### config.mk
export PLATFORM = sky130hd
export DESIGN_NAME = touch_point_conditioner_core
export DESIGN_NICKNAME = d
export VERILOG_FILES = /design/src/hw/rtl/tpc_pkg.sv /design/src/hw/rtl/touch_point_conditioner_core.sv /design/src/hw/rtl/tpc_pick.sv /design/src/hw/rtl/tpc_axis_div.sv /design/src/hw/rtl/tpc_cfg_regs.sv
export SDC_FILE = /design/constraint.sdc
export NUM_CORES = 2
export LEC_CHECK = 0
export ABC_AREA = 1
export BUFFER_PORTS_ARGS = -buffer_cell sky130_fd_sc_hd__buf_4
export CORE_MARGIN = 5
export CORE_UTILIZATION = 58
export DETAILED_ROUTE_END_ITERATION = 16
export GPL_TIMING_DRIVEN = 0
export MAX_ROUTING_LAYER = met4
export PLACE_DENSITY = 0.82
export SKIP_LAST_GASP = 1
export SLEW_MARGIN = 0
export SYNTH_ARGS = -nofsm -noshare
export SYNTH_HDL_FRONTEND = slang
export SYNTH_SLANG_ARGS = --single-unit
### constraint.sdc
create_clock -name clk -period 9.8 [get_ports clk]
set_clock_uncertainty 0.1 [all_clocks]
set_input_delay 1.96 -clock clk [delete_from_list [all_inputs] [get_ports clk]]
set_output_delay 1.96 -clock clk [all_outputs]
set_load 0.02 [all_outputs]
### src/hw/rtl/tpc_pkg.sv
`timescale 1ns / 1ps
// ----------------------------------------------------------------------------
// tpc_pkg
// Shared constants, types and register codes of the touch point conditioner.
// ----------------------------------------------------------------------------
package tpc_pkg;

	localparam int unsigned RAW_W  = 12;
	localparam int unsigned PT_W   = 13;
	localparam int unsigned PRES_W = 13;
	localparam int unsigned CAP_W  = 16;
	localparam int unsigned STAT_W = 8;

	localparam int unsigned SCREEN_W = 240;
	localparam int unsigned SCREEN_H = 320;

	localparam int unsigned RAW_FULL = 4095;
	localparam int unsigned RAW_X_LO = 200;
	localparam int unsigned RAW_X_HI = 3700;
	localparam int unsigned RAW_Y_LO = 200;
	localparam int unsigned RAW_Y_HI = 3750;

	localparam int unsigned X_GAIN = SCREEN_W - 1;
	localparam int unsigned Y_GAIN = SCREEN_H - 1;
	localparam int unsigned X_SPAN = RAW_X_HI - RAW_X_LO;
	localparam int unsigned Y_SPAN = RAW_Y_HI - RAW_Y_LO;

	localparam int unsigned SCREEN_MAX = (SCREEN_W > SCREEN_H) ? SCREEN_W : SCREEN_H;
	localparam int unsigned GAIN_W     = $clog2(SCREEN_MAX);
	// Width of the scaled numerator, also used for the quotient.
	localparam int unsigned NUM_W      = RAW_W + GAIN_W;

	localparam int unsigned THRESH_RESET = 300;

	localparam logic [STAT_W-1:0] STATUS_NONE = 8'h00;
	localparam logic [STAT_W-1:0] STATUS_ALL  = 8'hFF;

	localparam int unsigned CFG_ADDR_W = 4;
	localparam int unsigned CFG_DATA_W = 32;

	typedef enum logic [1:0] {
		REG_TOUCH_KIND = 2'd0,
		REG_THRESHOLD  = 2'd1,
		REG_LANDSCAPE  = 2'd2
	} reg_idx_t;

	typedef struct packed {
		logic              touch_kind;
		logic [PRES_W-1:0] pressure_threshold;
		logic              landscape;
	} cfg_t;

	// Per-stage load enables handed to the divider lanes.
	typedef struct packed {
		logic s2;
		logic s3;
		logic s4;
	} div_en_t;

	// Item data that rides alongside the divider lanes.
	typedef struct packed {
		logic              kind;
		logic              down;
		logic [RAW_W-1:0]  cap_x;
		logic [RAW_W-1:0]  cap_y;
		logic [PRES_W-1:0] pressure;
	} side_t;

endpackage

### src/hw/rtl/touch_point_conditioner_core.sv
`timescale 1ns / 1ps
// ----------------------------------------------------------------------------
// touch_point_conditioner_core
// Throughput: one sample beat per cycle unless the result stream stalls;
// five register stages with a valid bit each, and a stage loads whenever
// it is empty or the next one moves on.
// Reset clears all valid bits, the last pressure to zero and the registers to
// capacitive mode, threshold 300 and portrait orientation.
// ----------------------------------------------------------------------------
module touch_point_conditioner_core import tpc_pkg::*; (
	input  logic                  clk,
	input  logic                  arst_n,
	// Sample stream.
	input  logic                  s_axis_tvalid,
	output logic                  s_axis_tready,
	// Fields from bit 0 up: cap_status[7:0], cap_x_word[23:8],
	// cap_y_word[39:24], z_one[51:40], z_two[63:52], x_first[75:64],
	// x_second[87:76], x_third[99:88], y_first[111:100],
	// y_second[123:112], y_third[135:124].
	input  logic [135:0]          s_axis_tdata,
	// Result stream.
	output logic                  m_axis_tvalid,
	input  logic                  m_axis_tready,
	// Fields from bit 0 up: point_x[12:0], point_y[25:13],
	// pressure[38:26], zero fill [39].
	output logic [39:0]           m_axis_tdata,
	// Fields from bit 0 up: pressed[0].
	output logic                  m_axis_tuser,
	// Configuration bus.
	input  logic                  psel,
	input  logic                  penable,
	input  logic                  pwrite,
	input  logic [CFG_ADDR_W-1:0] paddr,
	input  logic [CFG_DATA_W-1:0] pwdata,
	output logic [CFG_DATA_W-1:0] prdata,
	output logic                  pready
);

	cfg_t cfg;

	tpc_cfg_regs u_regs (
		.clk     (clk),
		.arst_n  (arst_n),
		.psel    (psel),
		.penable (penable),
		.pwrite  (pwrite),
		.paddr   (paddr),
		.pwdata  (pwdata),
		.prdata  (prdata),
		.pready  (pready),
		.cfg     (cfg)
	);

	// Unpack the incoming beat.
	logic [STAT_W-1:0] cap_status;
	logic [CAP_W-1:0]  cap_x_word;
	logic [CAP_W-1:0]  cap_y_word;
	logic [RAW_W-1:0]  z_one;
	logic [RAW_W-1:0]  z_two;
	logic [RAW_W-1:0]  x_first;
	logic [RAW_W-1:0]  x_second;
	logic [RAW_W-1:0]  x_third;
	logic [RAW_W-1:0]  y_first;
	logic [RAW_W-1:0]  y_second;
	logic [RAW_W-1:0]  y_third;

	assign cap_status = s_axis_tdata[7:0];
	assign cap_x_word = s_axis_tdata[23:8];
	assign cap_y_word = s_axis_tdata[39:24];
	assign z_one      = s_axis_tdata[51:40];
	assign z_two      = s_axis_tdata[63:52];
	assign x_first    = s_axis_tdata[75:64];
	assign x_second   = s_axis_tdata[87:76];
	assign x_third    = s_axis_tdata[99:88];
	assign y_first    = s_axis_tdata[111:100];
	assign y_second   = s_axis_tdata[123:112];
	assign y_third    = s_axis_tdata[135:124];

	// Stage handshake. Each stage takes new data when it is empty or when
	// the stage after it is taking its contents, so bubbles are squeezed
	// out even while the output beat waits.
	logic v_s1, v_s2, v_s3, v_s4, v_s5;
	logic rdy1, rdy2, rdy3, rdy4, rdy5;
	logic in_acc;

	assign rdy5          = !v_s5 || m_axis_tready;
	assign rdy4          = !v_s4 || rdy5;
	assign rdy3          = !v_s3 || rdy4;
	assign rdy2          = !v_s2 || rdy3;
	assign rdy1          = !v_s1 || rdy2;
	assign s_axis_tready = rdy1;
	assign in_acc        = s_axis_tvalid && s_axis_tready;

	always_ff @(posedge clk or negedge arst_n) begin
		if (!arst_n) begin
			v_s1 <= 1'b0;
			v_s2 <= 1'b0;
			v_s3 <= 1'b0;
			v_s4 <= 1'b0;
			v_s5 <= 1'b0;
		end else begin
			if (rdy1) v_s1 <= s_axis_tvalid;
			if (rdy2) v_s2 <= v_s1;
			if (rdy3) v_s3 <= v_s2;
			if (rdy4) v_s4 <= v_s3;
			if (rdy5) v_s5 <= v_s4;
		end
	end

	// Stage 1: pressure, press decision and the closest-pair averages.
	// The pressure register moves only on resistive beats, in beat order,
	// so each beat carries the value the stream had at its own point.
	logic [PRES_W-1:0] last_pressure_q;
	logic [PRES_W-1:0] new_pressure;
	logic              cap_down;
	logic [RAW_W-1:0]  rx;
	logic [RAW_W-1:0]  ry;
	side_t             side_in;

	assign new_pressure = PRES_W'(z_one) + PRES_W'(RAW_FULL) - PRES_W'(z_two);

	always_comb begin
		cap_down = !(cap_status inside {STATUS_NONE, STATUS_ALL});
	end

	always_ff @(posedge clk or negedge arst_n) begin
		if (!arst_n) begin
			last_pressure_q <= '0;
		end else if (in_acc && cfg.touch_kind) begin
			last_pressure_q <= new_pressure;
		end
	end

	tpc_pick u_pick_x (.a(x_first), .b(x_second), .c(x_third), .avg(rx));
	tpc_pick u_pick_y (.a(y_first), .b(y_second), .c(y_third), .avg(ry));

	always_comb begin
		side_in.kind     = cfg.touch_kind;
		side_in.cap_x    = cap_x_word[RAW_W-1:0];
		side_in.cap_y    = cap_y_word[RAW_W-1:0];
		if (cfg.touch_kind) begin
			side_in.down     = new_pressure >= cfg.pressure_threshold;
			side_in.pressure = new_pressure;
		end else begin
			side_in.down     = cap_down;
			side_in.pressure = last_pressure_q;
		end
	end

	side_t            side_s1, side_s2, side_s3, side_s4;
	logic [RAW_W-1:0] rx_s1;
	logic [RAW_W-1:0] ry_s1;

	always_ff @(posedge clk) begin
		if (rdy1) begin
			side_s1 <= side_in;
			rx_s1   <= rx;
			ry_s1   <= ry;
		end
		if (rdy2) side_s2 <= side_s1;
		if (rdy3) side_s3 <= side_s2;
		if (rdy4) side_s4 <= side_s3;
	end

	// Stages 2 to 4: scale each axis against its calibration span.
	div_en_t          div_en;
	logic [NUM_W-1:0] qx;
	logic [NUM_W-1:0] qy;
	logic             negx;
	logic             negy;

	assign div_en.s2 = rdy2;
	assign div_en.s3 = rdy3;
	assign div_en.s4 = rdy4;

	tpc_axis_div #(
		.RAW_LO (RAW_X_LO),
		.GAIN   (X_GAIN),
		.SPAN   (X_SPAN)
	) u_div_x (
		.clk  (clk),
		.en   (div_en),
		.raw  (rx_s1),
		.quot (qx),
		.neg  (negx)
	);

	tpc_axis_div #(
		.RAW_LO (RAW_Y_LO),
		.GAIN   (Y_GAIN),
		.SPAN   (Y_SPAN)
	) u_div_y (
		.clk  (clk),
		.en   (div_en),
		.raw  (ry_s1),
		.quot (qy),
		.neg  (negy)
	);

	// Stage 5: clamp, mirror for landscape, zero the point on release.
	// X runs from the right edge down: below the low calibration point it
	// pins at the right edge and past the span it pins at zero. Y runs
	// upward and pins at zero and at the bottom edge.
	logic [RAW_W-1:0] mx;
	logic [RAW_W-1:0] my;
	logic [RAW_W-1:0] x12;
	logic [RAW_W-1:0] y12;
	logic [PT_W-1:0]  px;
	logic [PT_W-1:0]  py;

	always_comb begin
		if (negx) begin
			mx = RAW_W'(X_GAIN);
		end else if (qx >= NUM_W'(X_GAIN)) begin
			mx = '0;
		end else begin
			mx = RAW_W'(NUM_W'(X_GAIN) - qx);
		end

		if (negy) begin
			my = '0;
		end else if (qy >= NUM_W'(Y_GAIN)) begin
			my = RAW_W'(Y_GAIN);
		end else begin
			my = RAW_W'(qy);
		end

		x12 = side_s4.kind ? mx : side_s4.cap_x;
		y12 = side_s4.kind ? my : side_s4.cap_y;

		if (!side_s4.down) begin
			px = '0;
			py = '0;
		end else if (cfg.landscape) begin
			px = PT_W'(SCREEN_W) - PT_W'(x12);
			py = PT_W'(SCREEN_H) - PT_W'(y12);
		end else begin
			px = PT_W'(x12);
			py = PT_W'(y12);
		end
	end

	logic              pressed_s5;
	logic              kind_s5;
	logic [PT_W-1:0]   px_s5;
	logic [PT_W-1:0]   py_s5;
	logic [PRES_W-1:0] pres_s5;

	always_ff @(posedge clk) begin
		if (rdy5) begin
			pressed_s5 <= side_s4.down;
			kind_s5    <= side_s4.kind;
			px_s5      <= px;
			py_s5      <= py;
			pres_s5    <= side_s4.pressure;
		end
	end

	assign m_axis_tvalid = v_s5;
	assign m_axis_tuser  = pressed_s5;
	assign m_axis_tdata  = {1'b0, pres_s5, py_s5, px_s5};

	// A released beat never carries a point.
	a_release_zero: assert property (@(posedge clk) disable iff (!arst_n)
		(v_s5 && !pressed_s5) |-> (px_s5 == '0 && py_s5 == '0))
		else $error("released beat with nonzero point");

	// A resistive press in portrait lands on the screen.
	a_res_on_screen: assert property (@(posedge clk) disable iff (!arst_n)
		(v_s5 && kind_s5 && pressed_s5 && !cfg.landscape) |->
		(px_s5 < PT_W'(SCREEN_W) && py_s5 < PT_W'(SCREEN_H)))
		else $error("resistive point outside the screen");

	// An empty first stage never blocks the sample stream.
	a_empty_ready: assert property (@(posedge clk) disable iff (!arst_n)
		!v_s1 |-> s_axis_tready)
		else $error("input stalled with empty first stage");

	// The pressure register moves only on a taken resistive beat.
	a_pres_hold: assert property (@(posedge clk) disable iff (!arst_n)
		!(in_acc && cfg.touch_kind) |=> $stable(last_pressure_q))
		else $error("pressure changed without a resistive beat");

endmodule

### src/hw/rtl/tpc_pick.sv
`timescale 1ns / 1ps
// ----------------------------------------------------------------------------
// tpc_pick
// Floored average of the two closest of three samples.
// ----------------------------------------------------------------------------
module tpc_pick import tpc_pkg::*; (
	input  logic [RAW_W-1:0] a,
	input  logic [RAW_W-1:0] b,
	input  logic [RAW_W-1:0] c,
	output logic [RAW_W-1:0] avg
);

	logic [RAW_W-1:0] dab;
	logic [RAW_W-1:0] dbc;
	logic [RAW_W-1:0] dca;
	logic [RAW_W:0]   sum;

	assign dab = (a > b) ? a - b : b - a;
	assign dbc = (b > c) ? b - c : c - b;
	assign dca = (c > a) ? c - a : a - c;

	// Ties go to the first/second pair, then second/third.
	always_comb begin
		if (dab <= dbc && dab <= dca) begin
			sum = {1'b0, a} + {1'b0, b};
		end else if (dbc <= dab && dbc <= dca) begin
			sum = {1'b0, b} + {1'b0, c};
		end else begin
			sum = {1'b0, a} + {1'b0, c};
		end
	end

	assign avg = sum[RAW_W:1];

endmodule

### src/hw/rtl/tpc_axis_div.sv
`timescale 1ns / 1ps
// ----------------------------------------------------------------------------
// tpc_axis_div
// Three-stage lane: (raw - lo) * gain, then division by span through a
// reciprocal multiply and a one-step correction.
// ----------------------------------------------------------------------------
module tpc_axis_div import tpc_pkg::*; #(
	parameter int unsigned RAW_LO = RAW_X_LO,
	parameter int unsigned GAIN   = X_GAIN,
	parameter int unsigned SPAN   = X_SPAN
) (
	input  logic             clk,
	input  div_en_t          en,
	input  logic [RAW_W-1:0] raw,
	output logic [NUM_W-1:0] quot,
	output logic             neg
);

	localparam int unsigned RECIP   = (2 ** NUM_W) / SPAN;
	localparam int unsigned RECIP_W = $clog2(RECIP + 1);
	localparam int unsigned PROD_W  = NUM_W + RECIP_W;

	logic [RAW_W-1:0]  mag;
	logic [NUM_W-1:0]  num_s2;
	logic              neg_s2;
	logic [PROD_W-1:0] prod;
	logic [NUM_W-1:0]  num_s3;
	logic [NUM_W-1:0]  q0_s3;
	logic              neg_s3;
	logic [NUM_W-1:0]  rem;
	logic [NUM_W-1:0]  quot_s4;
	logic              neg_s4;

	// Below the low calibration point the mapped value only clamps.
	assign mag = (raw < RAW_W'(RAW_LO)) ? '0 : raw - RAW_W'(RAW_LO);

	always_ff @(posedge clk) begin
		if (en.s2) begin
			num_s2 <= NUM_W'(mag) * NUM_W'(GAIN);
			neg_s2 <= raw < RAW_W'(RAW_LO);
		end
	end

	// The estimate is the true quotient or one less, since num < 2**NUM_W.
	assign prod = PROD_W'(num_s2) * PROD_W'(RECIP);

	always_ff @(posedge clk) begin
		if (en.s3) begin
			q0_s3  <= NUM_W'(prod >> NUM_W);
			num_s3 <= num_s2;
			neg_s3 <= neg_s2;
		end
	end

	assign rem = num_s3 - NUM_W'(q0_s3 * NUM_W'(SPAN));

	always_ff @(posedge clk) begin
		if (en.s4) begin
			quot_s4 <= q0_s3 + NUM_W'(rem >= NUM_W'(SPAN));
			neg_s4  <= neg_s3;
		end
	end

	assign quot = quot_s4;
	assign neg  = neg_s4;

endmodule

### src/hw/rtl/tpc_cfg_regs.sv
`timescale 1ns / 1ps
// ----------------------------------------------------------------------------
// tpc_cfg_regs
// Register file behind the configuration bus.
// ----------------------------------------------------------------------------
module tpc_cfg_regs import tpc_pkg::*; (
	input  logic                  clk,
	input  logic                  arst_n,
	input  logic                  psel,
	input  logic                  penable,
	input  logic                  pwrite,
	input  logic [CFG_ADDR_W-1:0] paddr,
	input  logic [CFG_DATA_W-1:0] pwdata,
	output logic [CFG_DATA_W-1:0] prdata,
	output logic                  pready,
	output cfg_t                  cfg
);

	cfg_t     cfg_q;
	reg_idx_t idx;
	logic     wr;

	assign idx    = reg_idx_t'(paddr[CFG_ADDR_W-1:2]);
	assign pready = 1'b1;
	assign wr     = psel & penable & pwrite & pready;

	always_ff @(posedge clk or negedge arst_n) begin
		if (!arst_n) begin
			cfg_q.touch_kind         <= 1'b0;
			cfg_q.pressure_threshold <= PRES_W'(THRESH_RESET);
			cfg_q.landscape          <= 1'b0;
		end else if (wr) begin
			case (idx)
				REG_TOUCH_KIND: cfg_q.touch_kind         <= pwdata[0];
				REG_THRESHOLD:  cfg_q.pressure_threshold <= pwdata[PRES_W-1:0];
				REG_LANDSCAPE:  cfg_q.landscape          <= pwdata[0];
				default: ;
			endcase
		end
	end

	always_comb begin
		prdata = '0;
		case (idx)
			REG_TOUCH_KIND: prdata[0]          = cfg_q.touch_kind;
			REG_THRESHOLD:  prdata[PRES_W-1:0] = cfg_q.pressure_threshold;
			REG_LANDSCAPE:  prdata[0]          = cfg_q.landscape;
			default:        prdata             = '0;
		endcase
	end

	assign cfg = cfg_q;

endmodule
; ---- Word-level counts from Yosys, hierarchy flattened
; Index checks and enable logic that the tools add are counted.
[totals]
reg_bits = 393
input_bits = 179
out_inout_bits = 76
wordCells = 160
[op_classes]
addsub = 29
multipliers = 6
order_cmp = 21
eq_ne = 3
mux = 24
bitwise = 2
reduce_logical = 24
[ops]
columns = cell, count
row1 = 12-bit 2-to-1 mux, 17
row2 = 12-bit subtractor, 12
row3 = 12-bit <= comparator, 8
row4 = 12-bit by 12-bit adder with 13-bit output, 6
row5 = 12-bit > comparator, 6
row6 = 13-bit 2-to-1 mux, 5
row7 = 21-bit by 12-bit >= comparator with 1-bit output (second input constant), 2
row8 = 20-bit by 10-bit multiplier with 30-bit output (second input constant), 1
row9 = 21-bit by 9-bit multiplier with 30-bit output (second input constant), 1
row10 = 12-bit by 8-bit < comparator with 1-bit output (second input constant), 2
row11 = 12-bit by 8-bit subtractor with 12-bit output (second input constant), 2
row12 = 10-bit by 1-bit adder with 11-bit output, 2
row13 = 21-bit by 9-bit >= comparator with 1-bit output (second input constant), 1
row14 = 12-bit by 9-bit multiplier with 21-bit output (second input constant), 1
row15 = 20-bit by 21-bit subtractor with 21-bit output, 1
row16 = 21-bit subtractor, 1
row17 = 10-bit by 11-bit multiplier with 20-bit output (second input constant), 1
row18 = 12-bit by 8-bit multiplier with 20-bit output (second input constant), 1
row19 = 10-bit by 10-bit multiplier with 19-bit output (second input constant), 1
row20 = 12-bit by 12-bit adder with 13-bit output (second input constant), 1
row21 = 13-bit >= comparator, 1
row22 = 13-bit by 12-bit subtractor with 13-bit output, 1
row23 = 8-bit by 12-bit subtractor with 13-bit output (first input constant), 1
row24 = 9-bit by 12-bit subtractor with 13-bit output (first input constant), 1
row25 = other kinds (15), 33

; ---- Depth between registers and ports, before layout
[logic_depth]
depth_word = 8
mapped_depth = 45
ltp_nobuf = 43

; ---- Cells and area by module
; Synthesis repeated with hierarchy kept, for this count alone.
[unflattened]
hier_cells = 5214
area_unflattened_um2 = 44353.8
[modules_own_cells]
columns = module, instances, cells_each, area_per_inst_um2, seq_area_each_um2
row1 = tpc_axis_div at u_div_x, 1, 1282, 11611.1, 1861.8
row2 = tpc_axis_div at u_div_y, 1, 1266, 11175.7, 1951.9
row3 = touch_point_conditioner_core, 1, 780, 9821.9, 7056.8
row4 = tpc_pick at u_pick_y, 1, 902, 5567.8, 0.0
row5 = tpc_pick at u_pick_x, 1, 858, 5258.8, 0.0
row6 = tpc_cfg_regs, 1, 126, 918.4, 380.4

; ---- Least setup slack after synthesis
; OpenSTA, ideal clock, no wires.
[synth_timing]
path_kind = in2out
start = in m_axis_tready
end = out s_axis_tready
t_arrival_ps = 8084
t_required_ps = 7740
slack_ps = -344
stages = 10
path_buffers = 0
path_cell_list = nor2_1 inv_2 nor2_1 inv_2 nor2_1 inv_1 nor2_1 inv_2 nor2_1 inv_1
[synth_between]
elab_chain_len = 5
[synth_rtl]
columns = element, line_no
row1 = from (decl), touch_point_conditioner_core.sv:23  ; input logic m_axis_tready,
row2 = 1-bit logical OR, touch_point_conditioner_core.sv:86  ; assign rdy5 = !v_s5 || m_axis_tready;
row3 = via rdy5, touch_point_conditioner_core.sv:83  ; logic rdy1, rdy2, rdy3, rdy4, rdy5;
row4 = 1-bit logical OR, touch_point_conditioner_core.sv:87  ; assign rdy4 = !v_s4 || rdy5;
row5 = via rdy4, touch_point_conditioner_core.sv:83
row6 = 1-bit logical OR, touch_point_conditioner_core.sv:88  ; assign rdy3 = !v_s3 || rdy4;
row7 = via rdy3, touch_point_conditioner_core.sv:83
row8 = 1-bit logical OR, touch_point_conditioner_core.sv:89  ; assign rdy2 = !v_s2 || rdy3;
row9 = via rdy2, touch_point_conditioner_core.sv:83
row10 = 1-bit logical OR, touch_point_conditioner_core.sv:90  ; assign rdy1 = !v_s1 || rdy2;
row11 = to (decl), touch_point_conditioner_core.sv:15  ; output logic s_axis_tready,
; The timed path passes the listed nets, and every way through them passes these cells.

; ---- Worst setup path in the final report
; Same ends and word-level chain as after synthesis.

==> metrics.csv <==
stage,metric,value,unit
critical_path,cp.arrival,5800,ps
flow_run,max_cap_viol_count,0,
critical_path,rrSetupSlack,2140,ps
layout,drive_above_1_share,0.07795,
die,coreArea,74200,um^2
critical_path,crit_type,input pin to primary output,
layout,final_nets,6464,
layout,fin_util,0.6418,
synthesis,yosys_most_used_dff,edfxtp_1,
synthesis,synth.avg_cell_area,8.660,um^2
timing,finalCriticalPeriod,7861,ps
die,dieWidth,283.2,um
placed_design,dp_worst_setup_slack,1180,ps
critical_path,crit_fanout,65,
timing,tightest_slew,1186,ps
cts,cts.repair.resized,0,
synthesis,synth_area_leaders,"edfxtp_1 (24%), ha_1 (21%), fa_1 (13%)",
synthesis,yosysMostFrequentCell,inv_1,
route,routed_wl,106.6,mm
route,vias,34780,
cts,clkTransAtPathRegs,70,ps
critical_path,critPathMaxStageDelay,480,ps
cts,clock_tree.buffer_depth,3,
run_status,status,completed,
critical_path,cp_slowest_cell,clkinvlp_4,
critical_path,cp_top_family,buffers and inverters,
critical_path,rr_startpoint,u_div_y.q0_s3[7],
hold_path,holdCritStartpoint,side_s1[27],
timing,setup_viol,0,
placed_design,place_congestion,0.9822,
critical_path,reg2reg_depth,35,
timing,rsz0062_at_grt,false,
placed_design,dp_hpwl,87.25,mm
global_route,grt_pass1_wl,173.5,mm
synthesis,ys_types,66,
global_route,grt_util_met2,0.4806,
cts,cts_htree_levels,2,
critical_path,cp-start-kind,input pin,
cts,postCtsHoldBufs,0,
die,start_util,0.5833,
cts,insertion_delay,560,ps
synthesis,synth_common_cells,"inv_1 (899), nand2_1 (873), ha_1 (727), a21oi_1 (391), edfxtp_1 (346)",
die,dieArea,80180,um^2
synthesis,syn_inst,4997,
hold_path,min_to,side_s2[27],
timing,slew_headroom,0.2066,
global_route,use_met3,0.01873,
cts,numCtsBuffers,39,
cts,root_buffer,clkbuf_16,
hold_path,whs_path_depth,0,
layout,areaGrowthSynthToFinish,10.03,%
global_route,grt_max_degree,66,
synthesis,async_reset_ff_frac,0.08707,
global_route,use_met1,0.3225,
critical_path,crit_start,m_axis_tready,
cts,post-cts-setup-buffers,0,
synthesis,synth_warnings,0,
global_route,grt.busiest_layer,met2,
timing,max_freq,0.1272,GHz
critical_path,critPathCaptureType,primary output,
critical_path,cp_common_cell,nor2_1,
timing,drv_slew,0,
timing,hold_violations,0,
synthesis,synth_area,43280,um^2
synthesis,yosys.area.top_type,edfxtp_1,
timing,setup_ws,1939,ps
synthesis,synth.yosys.seq_area_share,0.2593,
critical_path,required,7740,ps
global_route,gr-total-overflow,0,
layout,antennaDiodeCount,0,
route,post-route-drc-count,0,
die,pin_count,255,
route,drtIter0Drc,2322,
cts,cts_tree,done,
hold_path,min_path_type,flop to flop,
critical_path,crit_chain,"buf_4, nor2_1, inv_2, nor2_1, clkinv_2, nor2_1, clkinvlp_4, nor2_1, inv_4, buf_16, nor2_1, inv_4, buf_4",
critical_path,crit_buf_inv,8,
route,wl_per_cell,17.01,um
timing,finalCritPeriodShare,0.8021,
timing,hold_slack,315.3,ps
die,die_h,283.2,um
synthesis,ys_ff_latch,379,
route,dr.pass1.iters,8,
global_route,gr-usage-all-layers,0.2670,
cts,clock_sinks,379,
global_route,antenna_found_initial,0,
critical_path,reg2reg_to,u_div_y.quot[8],
die,rows,100,
route,drt.antenna.violating_nets,0,
route,vias_per_cell,5.550,
placed_design,io_buffer_count,204,
synthesis,synth_edf_count,346,
timing,finalSetupTns,0,ps
global_route,grt_pass1_vias,35030,
synthesis,yosysTopAreaCellShare,0.2401,
[kinds of logic (layout without fill, tap and decap cells)]
| group | count (synthesis) | after routing | share of synthesized area |
|---|---|---|---|
| AOI/OAI and AO/OA | 850 | 850 | 0.1109 |
| muxes | 6 | 6 | 0.001764 |
| adders and majority gates | 1018 | 1018 | 0.3448 |
| xor gates and xnor gates | 226 | 226 | 0.04574 |
| DFF | 379 | 379 | 0.2593 |
| other | 2 | 21 | 0.0001735 |
| buffers and inverters | 994 | 1276 | 0.09026 |
| and+or+nand+nor | 1522 | 1522 | 0.1471 |
[worst max path at each step]
| stage | slack, ps | endpoint | cells past startpoint |
|---|---|---|---|
| finish | 1940 | s_axis_tready | 13 |
| global route | 1510 | rx_s1[9] | 36 |
| CTS | 1130 | s_axis_tready | 13 |
| detailed placement | 1180 | s_axis_tready | 13 |
| global placement | -1840 | s_axis_tready | 12 |
| floorplan | 550 | s_axis_tready | 10 |
[metrics by stage]
step | cells | area, um^2
3_3_place_gp | 6189 | 46100
3_5_place_dp | 6194 | 46200
5_1_grt | 6267 | 47620
4_1_cts | 6266 | 47590
6_report | 6267 | 47620
2_1_floorplan | 5016 | 43350
[cells in the final DEF, fill, tap and decap left out, drive strengths merged, types with 15 or more instances in the layout]
cell type / n
inv: 920
nand2: 898
ha: 727
a21oi: 395
edfxtp: 346
nor2: 293
fa: 291
o21ai: 271
buf: 258
nand3: 201
xor2: 154
xnor2: 72
clkbuf: 71
nand4: 47
a21o: 43
nor3: 40
dfrtp: 29
o21bai: 26
a31oi: 21
conb: 21
o2111ai: 15
clkinv: 15
[area by class of cell]
| type | instances | area [um^2] |
|---|---|---|
| fill | 5931 | 26580 |
| buffer | 74 | 447.9 |
| clock buffer | 45 | 998.5 |
| timing repair buffer | 210 | 1645 |
| multi-input combinational | 3643 | 28240 |
| sequential | 379 | 11220 |
| clock inverter | 27 | 386.6 |
| tap | 969 | 1212 |
| inverter | 920 | 3468 |
[per-layer routing]
metal	up-vias	wire, um
met2	1029	54700
met1	16460	43510
met3	266	4611
met4	0	3782
li1	17020	-
met5	-	0
[registers in the layout (all words and copies together), names as in the netlist, 9 cells and up]
| register | cells |
|---|---|
| side_s1 | 39 |
| ry_s1 | 12 |
| pres_s5 | 13 |
| u_regs.cfg | 15 |
| u_div_y.num_s3 | 21 |
| u_div_y.num_s2 | 21 |
| u_div_x.num_s2 | 20 |
| py_s5 | 13 |
| u_div_x.q0_s3 | 9 |
| u_div_x.quot | 10 |
| side_s4 | 39 |
| u_div_y.quot | 11 |
| u_div_y.q0_s3 | 10 |
| side_s3 | 39 |
| side_s2 | 39 |
| px_s5 | 13 |
| rx_s1 | 12 |
| last_pressure_q | 13 |
| u_div_x.num_s3 | 18 |
[worst register-to-register path, delay by kind of cell (launching register included)]
kind / cells / cell delay, ps
flip-flops: 1 / 540
AND/OR/NAND/NOR: 16 / 1600
adder cells (fa/ha/maj): 9 / 3890
AO/OA/AOI/OAI: 5 / 750
XOR/XNOR: 2 / 300
buffers and inverters: 3 / 250
Power is left out: the tool's default activity adds up to more than one toggle a clock period on the data nets, which glitch-free logic cannot reach.
